### config.mk
export PLATFORM = sky130hd
export DESIGN_NAME = sfbp_arith
export DESIGN_NICKNAME = d
export VERILOG_FILES = /design/src/rtl/core/assert_macros.svh /design/src/rtl/core/sfbp_pkg.sv /design/src/rtl/core/sfbp_arith.sv
export SDC_FILE = /design/constraint.sdc
export NUM_CORES = 1
export LEC_CHECK = 0
export BUFFER_PORTS_ARGS = -buffer_cell sky130_fd_sc_hd__buf_4
export CELL_PAD_IN_SITES_DETAIL_PLACEMENT = 0
export CELL_PAD_IN_SITES_GLOBAL_PLACEMENT = 2
export CORE_MARGIN = 2
export CORE_UTILIZATION = 40
export DETAILED_ROUTE_END_ITERATION = 6
export PLACE_DENSITY_LB_ADDON = 0.1
export SLEW_MARGIN = 20
export SYNTH_ARGS = -nofsm -noshare
export SYNTH_HDL_FRONTEND = slang
export SYNTH_SLANG_ARGS = --single-unit
### constraint.sdc
create_clock -name i_clk -period 10.3 [get_ports i_clk]
set_clock_uncertainty 0.2 [all_clocks]
set_input_delay 2.06 -clock i_clk [delete_from_list [all_inputs] [get_ports i_clk]]
set_output_delay 2.06 -clock i_clk [all_outputs]
set_load 0.02 [all_outputs]
### src/rtl/core/assert_macros.svh
// assertion macros for the smooth fading border pad
// no dependencies; empty bodies when SYNTH is defined
`ifndef ASSERT_MACROS_SVH
`define ASSERT_MACROS_SVH
`ifndef SYNTH
`define SFBP_ASSERT(lbl, clk, rst_n, prop, msg) \
    lbl: assert property (@(posedge clk) disable iff (!rst_n) prop) else $error(msg);
`define SFBP_ASSERT_NEXT(lbl, clk, rst_n, ante, cons, msg) \
    lbl: assert property (@(posedge clk) disable iff (!rst_n) (ante) |=> (cons)) \
        else $error(msg);
`else
`define SFBP_ASSERT(lbl, clk, rst_n, prop, msg)
`define SFBP_ASSERT_NEXT(lbl, clk, rst_n, ante, cons, msg)
`endif
`endif

### src/rtl/core/sfbp_pkg.sv
// types, codes and defaults shared by the border pad files
// no dependencies
package sfbp_pkg;
    localparam int DEF_MAX_ROWS     = 64;
    localparam int DEF_MAX_COLS     = 64;
    localparam int DEF_MAX_PAD_ROWS = 32;
    localparam int DEF_MAX_PAD_COLS = 32;

    typedef struct packed {
        logic       mode;
        logic [7:0] red_in;
        logic [7:0] green_in;
        logic [7:0] blue_in;
        logic [6:0] read_row;
        logic [6:0] read_col;
    } t_in_item;

    typedef struct packed {
        logic [7:0] red_out;
        logic [7:0] green_out;
        logic [7:0] blue_out;
        logic [1:0] status;
    } t_out_item;

    typedef enum logic [2:0] {
        CFG_IMAGE_ROWS, CFG_IMAGE_COLS, CFG_PAD_ROWS, CFG_PAD_COLS,
        CFG_PAD_RED, CFG_PAD_GREEN, CFG_PAD_BLUE
    } t_cfg_idx;

    localparam logic [1:0] STAT_OK      = 2'd0;
    localparam logic [1:0] STAT_NOT_RDY = 2'd1;
    localparam logic [1:0] STAT_OUTSIDE = 2'd2;

    typedef enum logic [1:0] {PASS_TOP, PASS_BOTTOM, PASS_LEFT, PASS_RIGHT} t_pass;

    typedef enum logic [3:0] {
        ST_IDLE, ST_RD_WAIT, ST_PASS, ST_FRD0, ST_FRD1, ST_FRD2, ST_FRD3,
        ST_CH_START, ST_CH_WAIT, ST_FWR
    } t_state;

    typedef struct packed {
        logic       start;
        logic       t3;
        logic [9:0] s;
        logic [7:0] z;
    } t_arith_req;

    typedef struct packed {
        logic       done;
        logic [7:0] q;
    } t_arith_rsp;
endpackage

### src/rtl/core/sfbp_arith.sv
// shared blend unit: one multiplier, bit-serial divide, round to even
// uses sfbp_pkg request and response types
module sfbp_arith
    import sfbp_pkg::*;
#(
    parameter int LEN_W = 7
) (
    input  logic             i_clk,
    input  logic             i_rst_n,
    input  t_arith_req       i_req,
    input  logic [LEN_W-1:0] i_k,
    input  logic [LEN_W-1:0] i_len,
    output t_arith_rsp       o_rsp
);
    localparam int NUM_W = LEN_W + 11;

    logic             r_busy;
    logic [3:0]       r_step;
    logic             r_t3;
    logic [9:0]       r_s;
    logic [7:0]       r_z;
    logic [LEN_W-1:0] r_k;
    logic [LEN_W-1:0] r_len;
    logic [NUM_W-1:0] r_rem;
    logic [NUM_W-1:0] r_den;
    logic [7:0]       r_q;
    logic             r_done;

    logic [9:0]       w_ma;
    logic [LEN_W-1:0] w_mb;
    logic [NUM_W-1:0] w_prod;
    logic [NUM_W-1:0] w_dsh;
    logic [2:0]       w_sh;
    logic [NUM_W:0]   w_rem2;
    logic             w_up;
    logic [8:0]       w_qr;

    always_comb begin
        w_ma   = (r_step == 4'd0) ? r_s : (r_t3 ? 10'(r_z) * 10'd3 : 10'(r_z) * 10'd2);
        w_mb   = (r_step == 4'd0) ? (r_len - r_k) : r_k;
        w_prod = NUM_W'(w_ma) * NUM_W'(w_mb);
        w_sh   = 3'(4'd9 - r_step);
        w_dsh  = r_den << w_sh;
        w_rem2 = {r_rem, 1'b0};
        w_up   = (w_rem2 > (NUM_W+1)'(r_den)) ||
                 ((w_rem2 == (NUM_W+1)'(r_den)) && r_q[0]);
        w_qr   = 9'(r_q) + 9'(w_up);
    end

    always_ff @(posedge i_clk) begin
        if (!i_rst_n) begin
            r_busy <= 1'b0;
            r_done <= 1'b0;
            r_step <= 4'd0;
        end else begin
            r_done <= 1'b0;
            if (i_req.start) begin
                r_busy <= 1'b1;
                r_step <= 4'd0;
            end else if (r_busy) begin
                r_step <= r_step + 4'd1;
                if (r_step == 4'd10) begin
                    r_busy <= 1'b0;
                    r_done <= 1'b1;
                end
            end
        end
    end

    always_ff @(posedge i_clk) begin
        if (i_req.start) begin
            r_t3  <= i_req.t3;
            r_s   <= i_req.s;
            r_z   <= i_req.z;
            r_k   <= i_k;
            r_len <= i_len;
        end else if (r_busy) begin
            case (r_step)
                4'd0: begin
                    r_rem <= w_prod;
                    r_den <= r_t3 ? NUM_W'(r_len) * NUM_W'(3) : NUM_W'(r_len) * NUM_W'(2);
                    r_q   <= 8'd0;
                end
                4'd1: r_rem <= r_rem + w_prod;
                4'd10: r_q <= w_qr[8] ? 8'hff : w_qr[7:0];
                default: begin
                    if (r_rem >= w_dsh) begin
                        r_rem <= r_rem - w_dsh;
                        r_q   <= {r_q[6:0], 1'b1};
                    end else begin
                        r_q   <= {r_q[6:0], 1'b0};
                    end
                end
            endcase
        end
    end

    assign o_rsp.done = r_done;
    assign o_rsp.q    = r_q;
endmodule

==> out/results.md, run 1 <==
| Item | This run | Unit |
|---|---|---|
| Class of the tightest hold or removal check | reg -> reg | - |
| HP Start | r_step[3] | - |
| Sum of net half-perimeters after detailed placement | 17230 | µm |
| Netlist cell types | 71 | - |
| Data arrival at the endpoint of the critical path | 8.67 | ns |
| Ys flop type | sky130_fd_sc_hd__edfxtp_1 | - |
| Multi-input logic area | 5847 | µm² |
| Number of buffers on the longest clock path | 2 | - |
| Max-slew violations | 0 | - |
| Flip-flop and latch area | 2162 | µm² |
| Final number of setup-violating endpoints | 0 | - |
| Number of antenna-violating nets in the routed design | 0 | - |
| Util after Layout | 44.70 | % |
| Post-route clock period utilization | 85.15 | % |
| Number of nets in the layout | 1156 | - |
| Fraction of final layout cells sized beyond drive strength 1 | 9.734 | % |
| Number of hold-slack violations in the final timing report | 0 | - |
| Required time at the worst-slack endpoint | 10.20 | ns |
| Count of cells resized by post-cts repair | 0 | - |
| Remaining design rule violation count | 0 | - |
| Clock input transition at the sequential cells of the worst setup and hold paths | 0.07 | ns |
| Worst R2R Start | r_step[0] | - |
| Top area cells in the synthesized netlist | sky130_fd_sc_hd__edfxtp_1 24%, sky130_fd_sc_hd__ha_1 16%, sky130_fd_sc_hd__fa_1 10% | - |
| CTS tree | built | - |
| Top-level port count | 45 | - |
| Result of the run | finished clean | - |
| Unrepaired setup endpoints after global routing | no | - |
| Effective utilization at floorplan | 40.44 | % |
| Port buffer count | 44 | - |
| Post-Syn Nets | 1128 | - |
| Post-synthesis instance area | 8448 | µm² |
| Post-Syn Area per Cell | 8.959 | µm² |
| Maximum number of pins on one net before global-route repair | 42 | - |
| Antenna violations before repair | 0 | - |
| Setup Buffers After CTS | 0 | - |
| Layout area overhead | 10.52 | % |
| Final instance area | 9336 | µm² |
| Clock buffer count from CTS | 9 | - |
| Core Rows | 53 | - |
| Core outline area | 20890 | µm² |
| Max Fanout on Critical Path | 21 | - |
| Number of clock sinks | 74 | - |
| Slowest cell on the critical path | sky130_fd_sc_hd__dfxtp_1 | - |
| R2R Path End | r_rem[17] | - |
| Via count of the first global-routing pass | 6774 | - |
| Die area | 22300 | µm² |
| N_diodes | 0 | - |
| Routed WL per cell | 17.19 | µm |
| Starting DRC count in detailed routing | 354 | - |
| Wire length after detailed routing | 21510 | µm |
| Hold-critical path depth | 2 | - |
| Root buffer cell | sky130_fd_sc_hd__clkbuf_16 | - |
| DR pass1 iterations | 5 | - |
| Worst Hold End | r_step[3] | - |
| Relative max-transition margin | 35.31 | % |
| Total gr overflow | 0 | - |
| Total of warnings raised by yosys | 0 | - |
| Wire length of the first global-routing pass | 35940 | µm |
| Cell count of the worst reg-to-reg path | 29 | - |
| Setup TNS | 0 | ns |
| Fraction of the yosys area taken by sequential cells | 25.59 | % |
| Hold bufs inserted after CTS | 0 | - |
| Flip-flop and latch count after synthesis | 74 | - |
| Worst path max stage delay | 0.74 | ns |
| Overall via count from detail_route | 6746 | - |
| Number of levels the H-tree was split into | 3 | - |
| Max Freq | 114.0 | MHz |
| EDFF count, synth | 68 | - |
| Critical path class | reg -> reg | - |
| Critical path capture point type | register | - |
| Vertical die dimension | 149.3 | µm |
| Die width | 149.3 | µm |
| Post-synth ARST share | 0 | % |
| Number of filler instances in the final layout | 2097 | - |
| Placement-stage cell area | 9040 | µm² |
| Latest clock arrival within the worst-skew pair | 0.35 | ns |
| Gate count of the mapped netlist | 943 | - |
| Crit path time final | 8.771 | ns |
| GP Congestion | 0.8380 | - |
| Post-detailed-route via-to-cell ratio | 5.392 | - |
| Total GRT Usage | 20.56 | % |
| Crit path launch type | register | - |
| Tightest Pin Transition | 0.9704 | ns |
| Cell taking the most area after synthesis | sky130_fd_sc_hd__edfxtp_1 | - |
| Synth top area share | 24.17 | % |
| Reg2reg setup slack | 1.53 | ns |
| Most common cell type on the critical path | sky130_fd_sc_hd__fa_1 | - |
| Maximum Capacitance Violations | 0 | - |
[final cells by class]
type,instances,share of cell area (%)
clock inverter,6,0.7237
timing repair buffer,50,4.020
tap,275,3.685
clock buffer,10,2.452
sequential,74,23.16
inverter,83,3.337
multi-input combinational,753,62.62
[cell families (layout without fill, tap and decap cells)]
group | count (synthesis) | after routing | synth area share, %
buffers and inverters | 116 | 149 | 5.258
adders and majority gates | 149 | 149 | 25.98
and+or+nand+nor | 291 | 291 | 15.71
DFF | 74 | 74 | 25.59
muxes | 16 | 16 | 1.925
AOI/OAI and AO/OA | 240 | 240 | 19.62
xor gates and xnor gates | 57 | 57 | 5.909
[how the worst max path moves through the flow]
stage	start	endpoint	depth (start not counted)	slack, ns
after CTS	r_step[0]	r_rem[17]	29	1.50
after global routing	r_step[0]	r_rem[17]	29	0.88
after global placement	r_step[0]	r_rem[17]	29	1.62
after floorplan	r_len[0]	r_rem[17]	31	2.48
final	r_step[0]	r_rem[17]	29	1.53
after detailed placement	r_step[0]	r_rem[17]	29	1.53
[stage by stage]
step                setup WS [ns]  instances  hold WS, ns
floorplan                   2.476        943       0.3013
global placement            1.616       1235       0.3313
detailed placement          1.527       1235       0.3357
CTS                         1.496       1251       0.3623
global route               0.8834       1251       0.4005
finish                      1.529       1251       0.3592
[metal layers]
metal	global-route usage [%]	up-vias	wire length [µm]	part of all wire (%)
met5	0	-	0	0
met1	28.46	3190	10430	48
met4	3.524	0	172	0.80
met2	34.88	125	10160	47
met3	2.722	15	751	3.5
li1	-	3416	-	-
[synth_stat cells, types with 7 or more instances]
cell                       instances
sky130_fd_sc_hd__nand2_1          65
sky130_fd_sc_hd__edfxtp_1         68
sky130_fd_sc_hd__mux2i_1          14
sky130_fd_sc_hd__nand2b_1         10
sky130_fd_sc_hd__fa_1             44
sky130_fd_sc_hd__o21ai_0          45
sky130_fd_sc_hd__a211oi_1          9
sky130_fd_sc_hd__xnor2_1          36
sky130_fd_sc_hd__inv_1            83
sky130_fd_sc_hd__o21a_1           14
sky130_fd_sc_hd__nor2b_1          10
sky130_fd_sc_hd__a211o_1           7
sky130_fd_sc_hd__a21o_1           21
sky130_fd_sc_hd__xor2_1           21
sky130_fd_sc_hd__or2_2            15
sky130_fd_sc_hd__ha_1            105
sky130_fd_sc_hd__nor3_1           14
sky130_fd_sc_hd__a31oi_1           8
sky130_fd_sc_hd__a22oi_1          12
sky130_fd_sc_hd__nand3_1          16
sky130_fd_sc_hd__a21oi_1          60
sky130_fd_sc_hd__nor2_1          125
sky130_fd_sc_hd__clkbuf_1         25
[worst max-delay path: cells and delay by family (launching register included)]
kind | cells | cell delay [ns]
buffers and inverters | 4 | 0.62
flip-flops | 1 | 0.74
adder cells (fa/ha/maj) | 7 | 3.06
AND/OR/NAND/NOR | 6 | 0.91
XOR/XNOR | 2 | 0.82
AO/OA/AOI/OAI | 10 | 2.13
[sequential cells by signal, indices dropped and copies added, names as in the netlist]
register  flops
r_step        4
r_t3          1
r_s          10
r_done        1
r_k           7
r_rem        18
r_busy        1
r_len         7
r_den         9
r_q           8
r_z           8
[layout by cell type (no fill, tap or decap), types with 12 or more instances in the layout]
master	netlist	layout
sky130_fd_sc_hd__nor2_1	125	125
sky130_fd_sc_hd__ha_1	105	105
sky130_fd_sc_hd__inv_1	83	83
sky130_fd_sc_hd__edfxtp_1	68	68
sky130_fd_sc_hd__nand2_1	65	65
sky130_fd_sc_hd__a21oi_1	60	60
sky130_fd_sc_hd__buf_4	1	50
sky130_fd_sc_hd__o21ai_0	45	45
sky130_fd_sc_hd__fa_1	44	44
sky130_fd_sc_hd__xnor2_1	36	36
sky130_fd_sc_hd__a21o_1	21	21
sky130_fd_sc_hd__xor2_1	21	21
sky130_fd_sc_hd__nand3_1	16	16
sky130_fd_sc_hd__or2_2	15	15
sky130_fd_sc_hd__mux2i_1	14	14
sky130_fd_sc_hd__nor3_1	14	14
sky130_fd_sc_hd__o21a_1	14	14
sky130_fd_sc_hd__a22oi_1	12	12
Power of run 1 is left out: the tool's default activity adds up to more than one toggle a clock period on the data nets, which glitch-free logic cannot reach.
==> run 2: changes to the inputs <==
--- a/config.mk
+++ b/config.mk
@@ -10,3 +10,2 @@
 export CELL_PAD_IN_SITES_GLOBAL_PLACEMENT = 2
-export CORE_MARGIN = 2
 export CORE_UTILIZATION = 40
==> constraint.sdc (replaced) <==
create_clock -name i_clk -period 10.3 [get_ports i_clk]
set_clock_uncertainty 0.2 [all_clocks]
set_input_delay 0.515 -clock i_clk [delete_from_list [all_inputs] [get_ports i_clk]]
set_output_delay 0.515 -clock i_clk [all_outputs]
set_load 0.02 [all_outputs]
==> run 2 against run 1 <==
Compared with the run above:
- critical path depth decreased by 1
- register-to-register slack got worse by 0.09 ns
- via count decreased by 0.19%
- flip-flop and latch count unchanged
- global-route usage increased by 0.30 points
- hold slack got worse by 0.21 ns
- routed wire length about the same
- cell count decreased by 0.48%
- die area decreased by 2.7%
- utilization increased by 0.91 points
- critical endpoint unchanged
==> out/results.md, run 2 (same netlist as run 1, synthesis figures left out) <==
| Item | This run | Unit | vs previous |
|---|---|---|---|
| Top register by number of flip-flops | r_rem | - | unchanged |
| Most common cell type on the critical path | sky130_fd_sc_hd__fa_1 | - | unchanged |
| Critical path capture point type | register | - | unchanged |
| Die width | 147.3 | µm | was 149.3 µm |
| Clock buffer count from CTS | 9 | - | unchanged |
| Class of the tightest hold or removal check | in -> reg | - | was reg -> reg |
| Count of cells resized by post-cts repair | 0 | - | unchanged |
| Setup TNS | 0 | ns | unchanged |
| Slowest cell on the critical path | sky130_fd_sc_hd__dfxtp_1 | - | unchanged |
| Core Rows | 52 | - | was 53 |
| Final number of setup-violating endpoints | 0 | - | unchanged |
| Overall via count from detail_route | 6733 | - | was 6746 |
| Most frequent cells in the layout | 125 x sky130_fd_sc_hd__nor2_1, 105 x sky130_fd_sc_hd__ha_1, 83 x sky130_fd_sc_hd__inv_1 | - | unchanged |
| Hold bufs inserted after CTS | 0 | - | unchanged |
| Crit path launch type | register | - | unchanged |
| Critical path class | reg -> reg | - | unchanged |
| Root buffer cell | sky130_fd_sc_hd__clkbuf_16 | - | unchanged |
| Most frequent standard cell in the layout excluding fill and tap cells | sky130_fd_sc_hd__nor2_1 | - | unchanged |
| Required time at the worst-slack endpoint | 10.20 | ns | about the same |
| DR pass1 iterations | 5 | - | unchanged |
| Maximum number of pins on one net before global-route repair | 42 | - | unchanged |
| Fraction of final layout cells sized beyond drive strength 1 | 9.744 | % | was 9.734% |
| Wire length of the first global-routing pass | 35540 | µm | was 35940 µm |
| N_diodes | 0 | - | unchanged |
| Number of clock sinks | 74 | - | unchanged |
| Relative max-transition margin | 35.93 | % | was 35.31% |
| Total GRT Usage | 20.86 | % | was 20.56% |
| Regs by FF count | r_rem: 18 flops, r_s: 10 flops, r_den: 9 flops | - | unchanged |
| Clock input transition at the sequential cells of the worst setup and hold paths | 0.07 | ns | about the same |
| Number of levels the H-tree was split into | 3 | - | unchanged |
| Routed WL per cell | 17.26 | µm | was 17.19 µm |
| Crit path time final | 8.857 | ns | was 8.771 ns |
| Number of nets in the layout | 1155 | - | was 1156 |
| Die area | 21710 | µm² | was 22300 µm² |
| Latest clock arrival within the worst-skew pair | 0.34 | ns | was 0.35 ns |
| Number of antenna-violating nets in the routed design | 0 | - | unchanged |
| Util after Layout | 45.61 | % | was 44.70% |
| Core outline area | 20490 | µm² | was 20890 µm² |
| Antenna violations before repair | 0 | - | unchanged |
| Setup Buffers After CTS | 0 | - | unchanged |
| Max Freq | 112.9 | MHz | was 114.0 MHz |
| Largest delay contributor family on the critical path | adder cells | - | unchanged |
| Total gr overflow | 0 | - | unchanged |
| Result of the run | finished clean | - | unchanged |
| Sum of net half-perimeters after detailed placement | 17100 | µm | was 17230 µm |
| Via count of the first global-routing pass | 6818 | - | was 6774 |
| Combined buffer and inverter count along the critical path | 3 | - | was 4 |
| Maximum Capacitance Violations | 0 | - | unchanged |
| Remaining design rule violation count | 0 | - | unchanged |
| Effective utilization at floorplan | 41.22 | % | was 40.44% |
| Layout area overhead | 10.65 | % | was 10.52% |
| CTS tree | built | - | unchanged |
| Starting DRC count in detailed routing | 394 | - | was 354 |
| Vertical die dimension | 147.3 | µm | was 149.3 µm |
| Wire length after detailed routing | 21490 | µm | was 21510 µm |
| Worst path max stage delay | 0.77 | ns | was 0.74 ns |
| Worst Slack Setup Final | 1.443 | ns | was 1.529 ns |
| Max-slew violations | 0 | - | unchanged |
| Worst setup slack before clock tree synthesis | 1.474 | ns | was 1.527 ns |
| Port buffer count | 44 | - | unchanged |
| Max Fanout on Critical Path | 21 | - | unchanged |
| Top-level port count | 45 | - | unchanged |
| Tightest Pin Transition | 0.9611 | ns | was 0.9704 ns |
| Number of buffers on the longest clock path | 2 | - | unchanged |
| Post-route clock period utilization | 85.99 | % | was 85.15% |
| GP Congestion | 0.8409 | - | was 0.8380 |
| Number of filler instances in the final layout | 2024 | - | was 2097 |
| Number of flip-flops in the largest register | 18 | - | unchanged |
| Post-detailed-route via-to-cell ratio | 5.408 | - | was 5.392 |
| Unrepaired setup endpoints after global routing | no | - | unchanged |
| Number of hold-slack violations in the final timing report | 0 | - | unchanged |
| Data arrival at the endpoint of the critical path | 8.75 | ns | was 8.67 ns |
## run 2: cell type report
cell class                      instances  area, µm²  area share (%)
Inverter                               83      311.5           3.333
Multi-Input combinational cell        753       5847           62.55
Clock inverter                          5      57.56          0.6157
Clock buffer                           11      264.0           2.824
Tap cell                              270      337.8           3.614
Timing Repair Buffer                   49      367.9           3.935
Sequential cell                        74       2162           23.13
## run 2: per-layer routing
layer / routed length [µm] / global-route usage (%) / up-vias
met3: 640 / 2.516 / 20
met1: 10570 / 28.92 / 3193
li1: - / - / 3412
met2: 9948 / 34.29 / 108
met5: 0 / 0 / -
met4: 331 / 5.515 / 0
## run 2: path summary, 6_finish.rpt
kind	startpoint	endpoint	slack, ns	cells past startpoint
setup / recovery	r_step[0]	r_rem[17]	1.44	28
hold / removal	i_req[12]	r_s[4]	0.15	1
setup reg to reg	r_step[0]	r_rem[17]	1.44	28
hold reg to reg	r_step[3]	r_step[3]	0.36	2
## run 2: through the flow
step	cell area [µm²]	instances	hold slack (ns)
floorplan	8448	943	0.3013
global placement	9026	1229	0.3206
detailed placement	9026	1229	0.3312
CTS	9348	1245	0.1328
global route	9348	1245	0.1311
finish	9348	1245	0.1462
Power of run 2 is left out for the same reason.
==> run 3: changes to the inputs <==
- REMOVE_ABC_BUFFERS: unset -> 1
==> run 3 against run 2 <==
Compared with the run above:
- flip-flop and latch count unchanged
- critical path depth unchanged
- non-clock buffer count up 1
- setup slack worse by 0.090 ns
- routed wire length up 0.76%
- via count up 0.61%
- utilization about the same
- register-to-register slack worse by 0.09 ns
- die area unchanged
- design area about the same
==> out/results.md, run 3 (same netlist as run 1, synthesis figures left out) <==
| Item | This run | Unit | vs previous |
|---|---|---|---|
| Via count of the first global-routing pass | 6729 | - | was 6818 |
| Worst setup slack before clock tree synthesis | 1.405 | ns | was 1.474 ns |
| Capture point of the worst path | r_rem[17] | - | unchanged |
| Layout area overhead | 10.62 | % | was 10.65% |
| Worst path max stage delay | 0.82 | ns | was 0.77 ns |
| Count of cells resized by post-cts repair | 0 | - | unchanged |
| Number of clock sinks | 74 | - | unchanged |
| Setup Buffers After CTS | 0 | - | unchanged |
| Overall via count from detail_route | 6774 | - | was 6733 |
| Non-filler instance count after layout | 1246 | - | was 1245 |
| CTS tree | built | - | unchanged |
| Result of the run | finished clean | - | unchanged |
| Most common cell type on the critical path | sky130_fd_sc_hd__fa_1 | - | unchanged |
| Number of buffers on the longest clock path | 2 | - | unchanged |
| Remaining design rule violation count | 0 | - | unchanged |
| Critical path capture point type | register | - | unchanged |
| Tightest Pin Transition | 0.9949 | ns | was 0.9611 ns |
| Root buffer cell | sky130_fd_sc_hd__clkbuf_16 | - | unchanged |
| Worst setup path start | r_step[1] | - | was r_step[0] |
| Hold bufs inserted after CTS | 0 | - | unchanged |
| Worst slack on hold paths | 0.1413 | ns | was 0.1462 ns |
| Effective utilization at floorplan | 41.22 | % | unchanged |
| Top register by number of flip-flops | r_rem | - | unchanged |
| Final number of setup-violating endpoints | 0 | - | unchanged |
| Total gr overflow | 0 | - | unchanged |
| Setup TNS | 0 | ns | unchanged |
| Wire length after detailed routing | 21650 | µm | was 21490 µm |
| Routed WL per cell | 17.38 | µm | was 17.26 µm |
| Most frequent cells in the layout | 125 x sky130_fd_sc_hd__nor2_1, 105 x sky130_fd_sc_hd__ha_1, 83 x sky130_fd_sc_hd__inv_1 | - | unchanged |
| Latest clock arrival within the worst-skew pair | 0.34 | ns | about the same |
| DR pass1 iterations | 5 | - | unchanged |
| Max-slew violations | 0 | - | unchanged |
| Maximum number of pins on one net before global-route repair | 37 | - | was 42 |
| Regs by FF count | r_rem: 18 flops, r_s: 10 flops, r_den: 9 flops | - | unchanged |
| Number of instances in the placed design | 1230 | - | was 1229 |
| Number of gates on the worst path with buffers counted | 28 | - | unchanged |
| N_diodes | 0 | - | unchanged |
| Largest delay contributor family on the critical path | adder cells | - | unchanged |
| Critical path class | reg -> reg | - | unchanged |
| Sum of net half-perimeters after detailed placement | 17140 | µm | was 17100 µm |
| Class of the tightest hold or removal check | in -> reg | - | unchanged |
| Data arrival at the endpoint of the critical path | 8.84 | ns | was 8.75 ns |
| HP Start | i_req[15] | - | was i_req[12] |
| Number of flip-flops in the largest register | 18 | - | unchanged |
| Number of antenna-violating nets in the routed design | 0 | - | unchanged |
| Antenna violations before repair | 0 | - | unchanged |
| Max Freq | 111.8 | MHz | was 112.9 MHz |
| Max Fanout on Critical Path | 23 | - | was 21 |
| Required time at the worst-slack endpoint | 10.19 | ns | was 10.20 ns |
| Number of hold-slack violations in the final timing report | 0 | - | unchanged |
| Worst R2R Start | r_step[1] | - | was r_step[0] |
| Number of levels the H-tree was split into | 3 | - | unchanged |
| Post-route clock period utilization | 86.86 | % | was 85.99% |
| Clock input transition at the sequential cells of the worst setup and hold paths | 0.07 | ns | about the same |
| Relative max-transition margin | 33.67 | % | was 35.93% |
| Maximum Capacitance Violations | 0 | - | unchanged |
| Die area | 21710 | µm² | unchanged |
| Worst Slack Setup Final | 1.353 | ns | was 1.443 ns |
| Post-detailed-route via-to-cell ratio | 5.437 | - | was 5.408 |
| Starting DRC count in detailed routing | 291 | - | was 394 |
| Most frequent standard cell in the layout excluding fill and tap cells | sky130_fd_sc_hd__nor2_1 | - | unchanged |
| Total GRT Usage | 20.99 | % | was 20.86% |
| Clock buffer count from CTS | 9 | - | unchanged |
| GP Congestion | 0.8594 | - | was 0.8409 |
| Port buffer count | 44 | - | unchanged |
| Crit path time final | 8.947 | ns | was 8.857 ns |
| Reg2reg setup slack | 1.35 | ns | was 1.44 ns |
| Fraction of final layout cells sized beyond drive strength 1 | 9.836 | % | was 9.744% |
| Top-level port count | 45 | - | unchanged |
| R2R Path End | r_rem[17] | - | unchanged |
| Cell count of the worst reg-to-reg path | 28 | - | unchanged |
| Wire length of the first global-routing pass | 35670 | µm | was 35540 µm |
| Die width | 147.3 | µm | unchanged |
| Core outline area | 20490 | µm² | unchanged |
| Crit path launch type | register | - | unchanged |
| Vertical die dimension | 147.3 | µm | unchanged |
| Unrepaired setup endpoints after global routing | no | - | unchanged |
| Number of nets in the layout | 1156 | - | was 1155 |
| Combined buffer and inverter count along the critical path | 3 | - | unchanged |
| Slowest cell on the critical path | sky130_fd_sc_hd__dfxtp_1 | - | unchanged |
| Core Rows | 52 | - | unchanged |
-- run 3: cell count changes in the layout (fill, tap and decap cells not counted), sizes merged --
cell,delta
buf,+1
clkbuf,-2
clkinv,-1
clkinvlp,+1
inv,+2
-- run 3: worst min-delay path by stage --
stage / to / slack, ns / cells past startpoint
CTS: r_z[3] / 0.13 / 1
global placement: r_step[3] / 0.35 / 2
finish: r_s[7] / 0.14 / 1
global route: r_z[6] / 0.12 / 1
floorplan: r_step[3] / 0.30 / 2
detailed placement: r_step[3] / 0.35 / 2
-- run 3: final cells by class --
class,instances,area (µm²)
timing repair buffer,50,375.4
sequential,74,2162
multi-input combinational,753,5847
clock buffer,9,225.2
tap,270,337.8
fill,2056,11150
inverter,83,311.5
clock inverter,7,86.33
-- run 3: through the flow --
step / util [%] / instance area [µm²]
2_1_floorplan: - / 8315
3_3_place_gp: 44.08 / 9034
3_5_place_dp: 44.08 / 9034
4_1_cts: 45.60 / 9345
5_1_grt: 45.60 / 9345
6_report: 45.60 / 9345
-- run 3: layer usage --
| layer | vias to the layer above | part of all wire (%) | global-route usage [%] |
|---|---|---|---|
| met5 | - | 0 | 0 |
| met3 | 21 | 3.0 | 2.671 |
| met2 | 126 | 48 | 35.99 |
| met4 | 0 | 1.8 | 5.773 |
| met1 | 3223 | 47 | 27.69 |
| li1 | 3404 | - | - |
Power of run 3 is left out for the same reason.
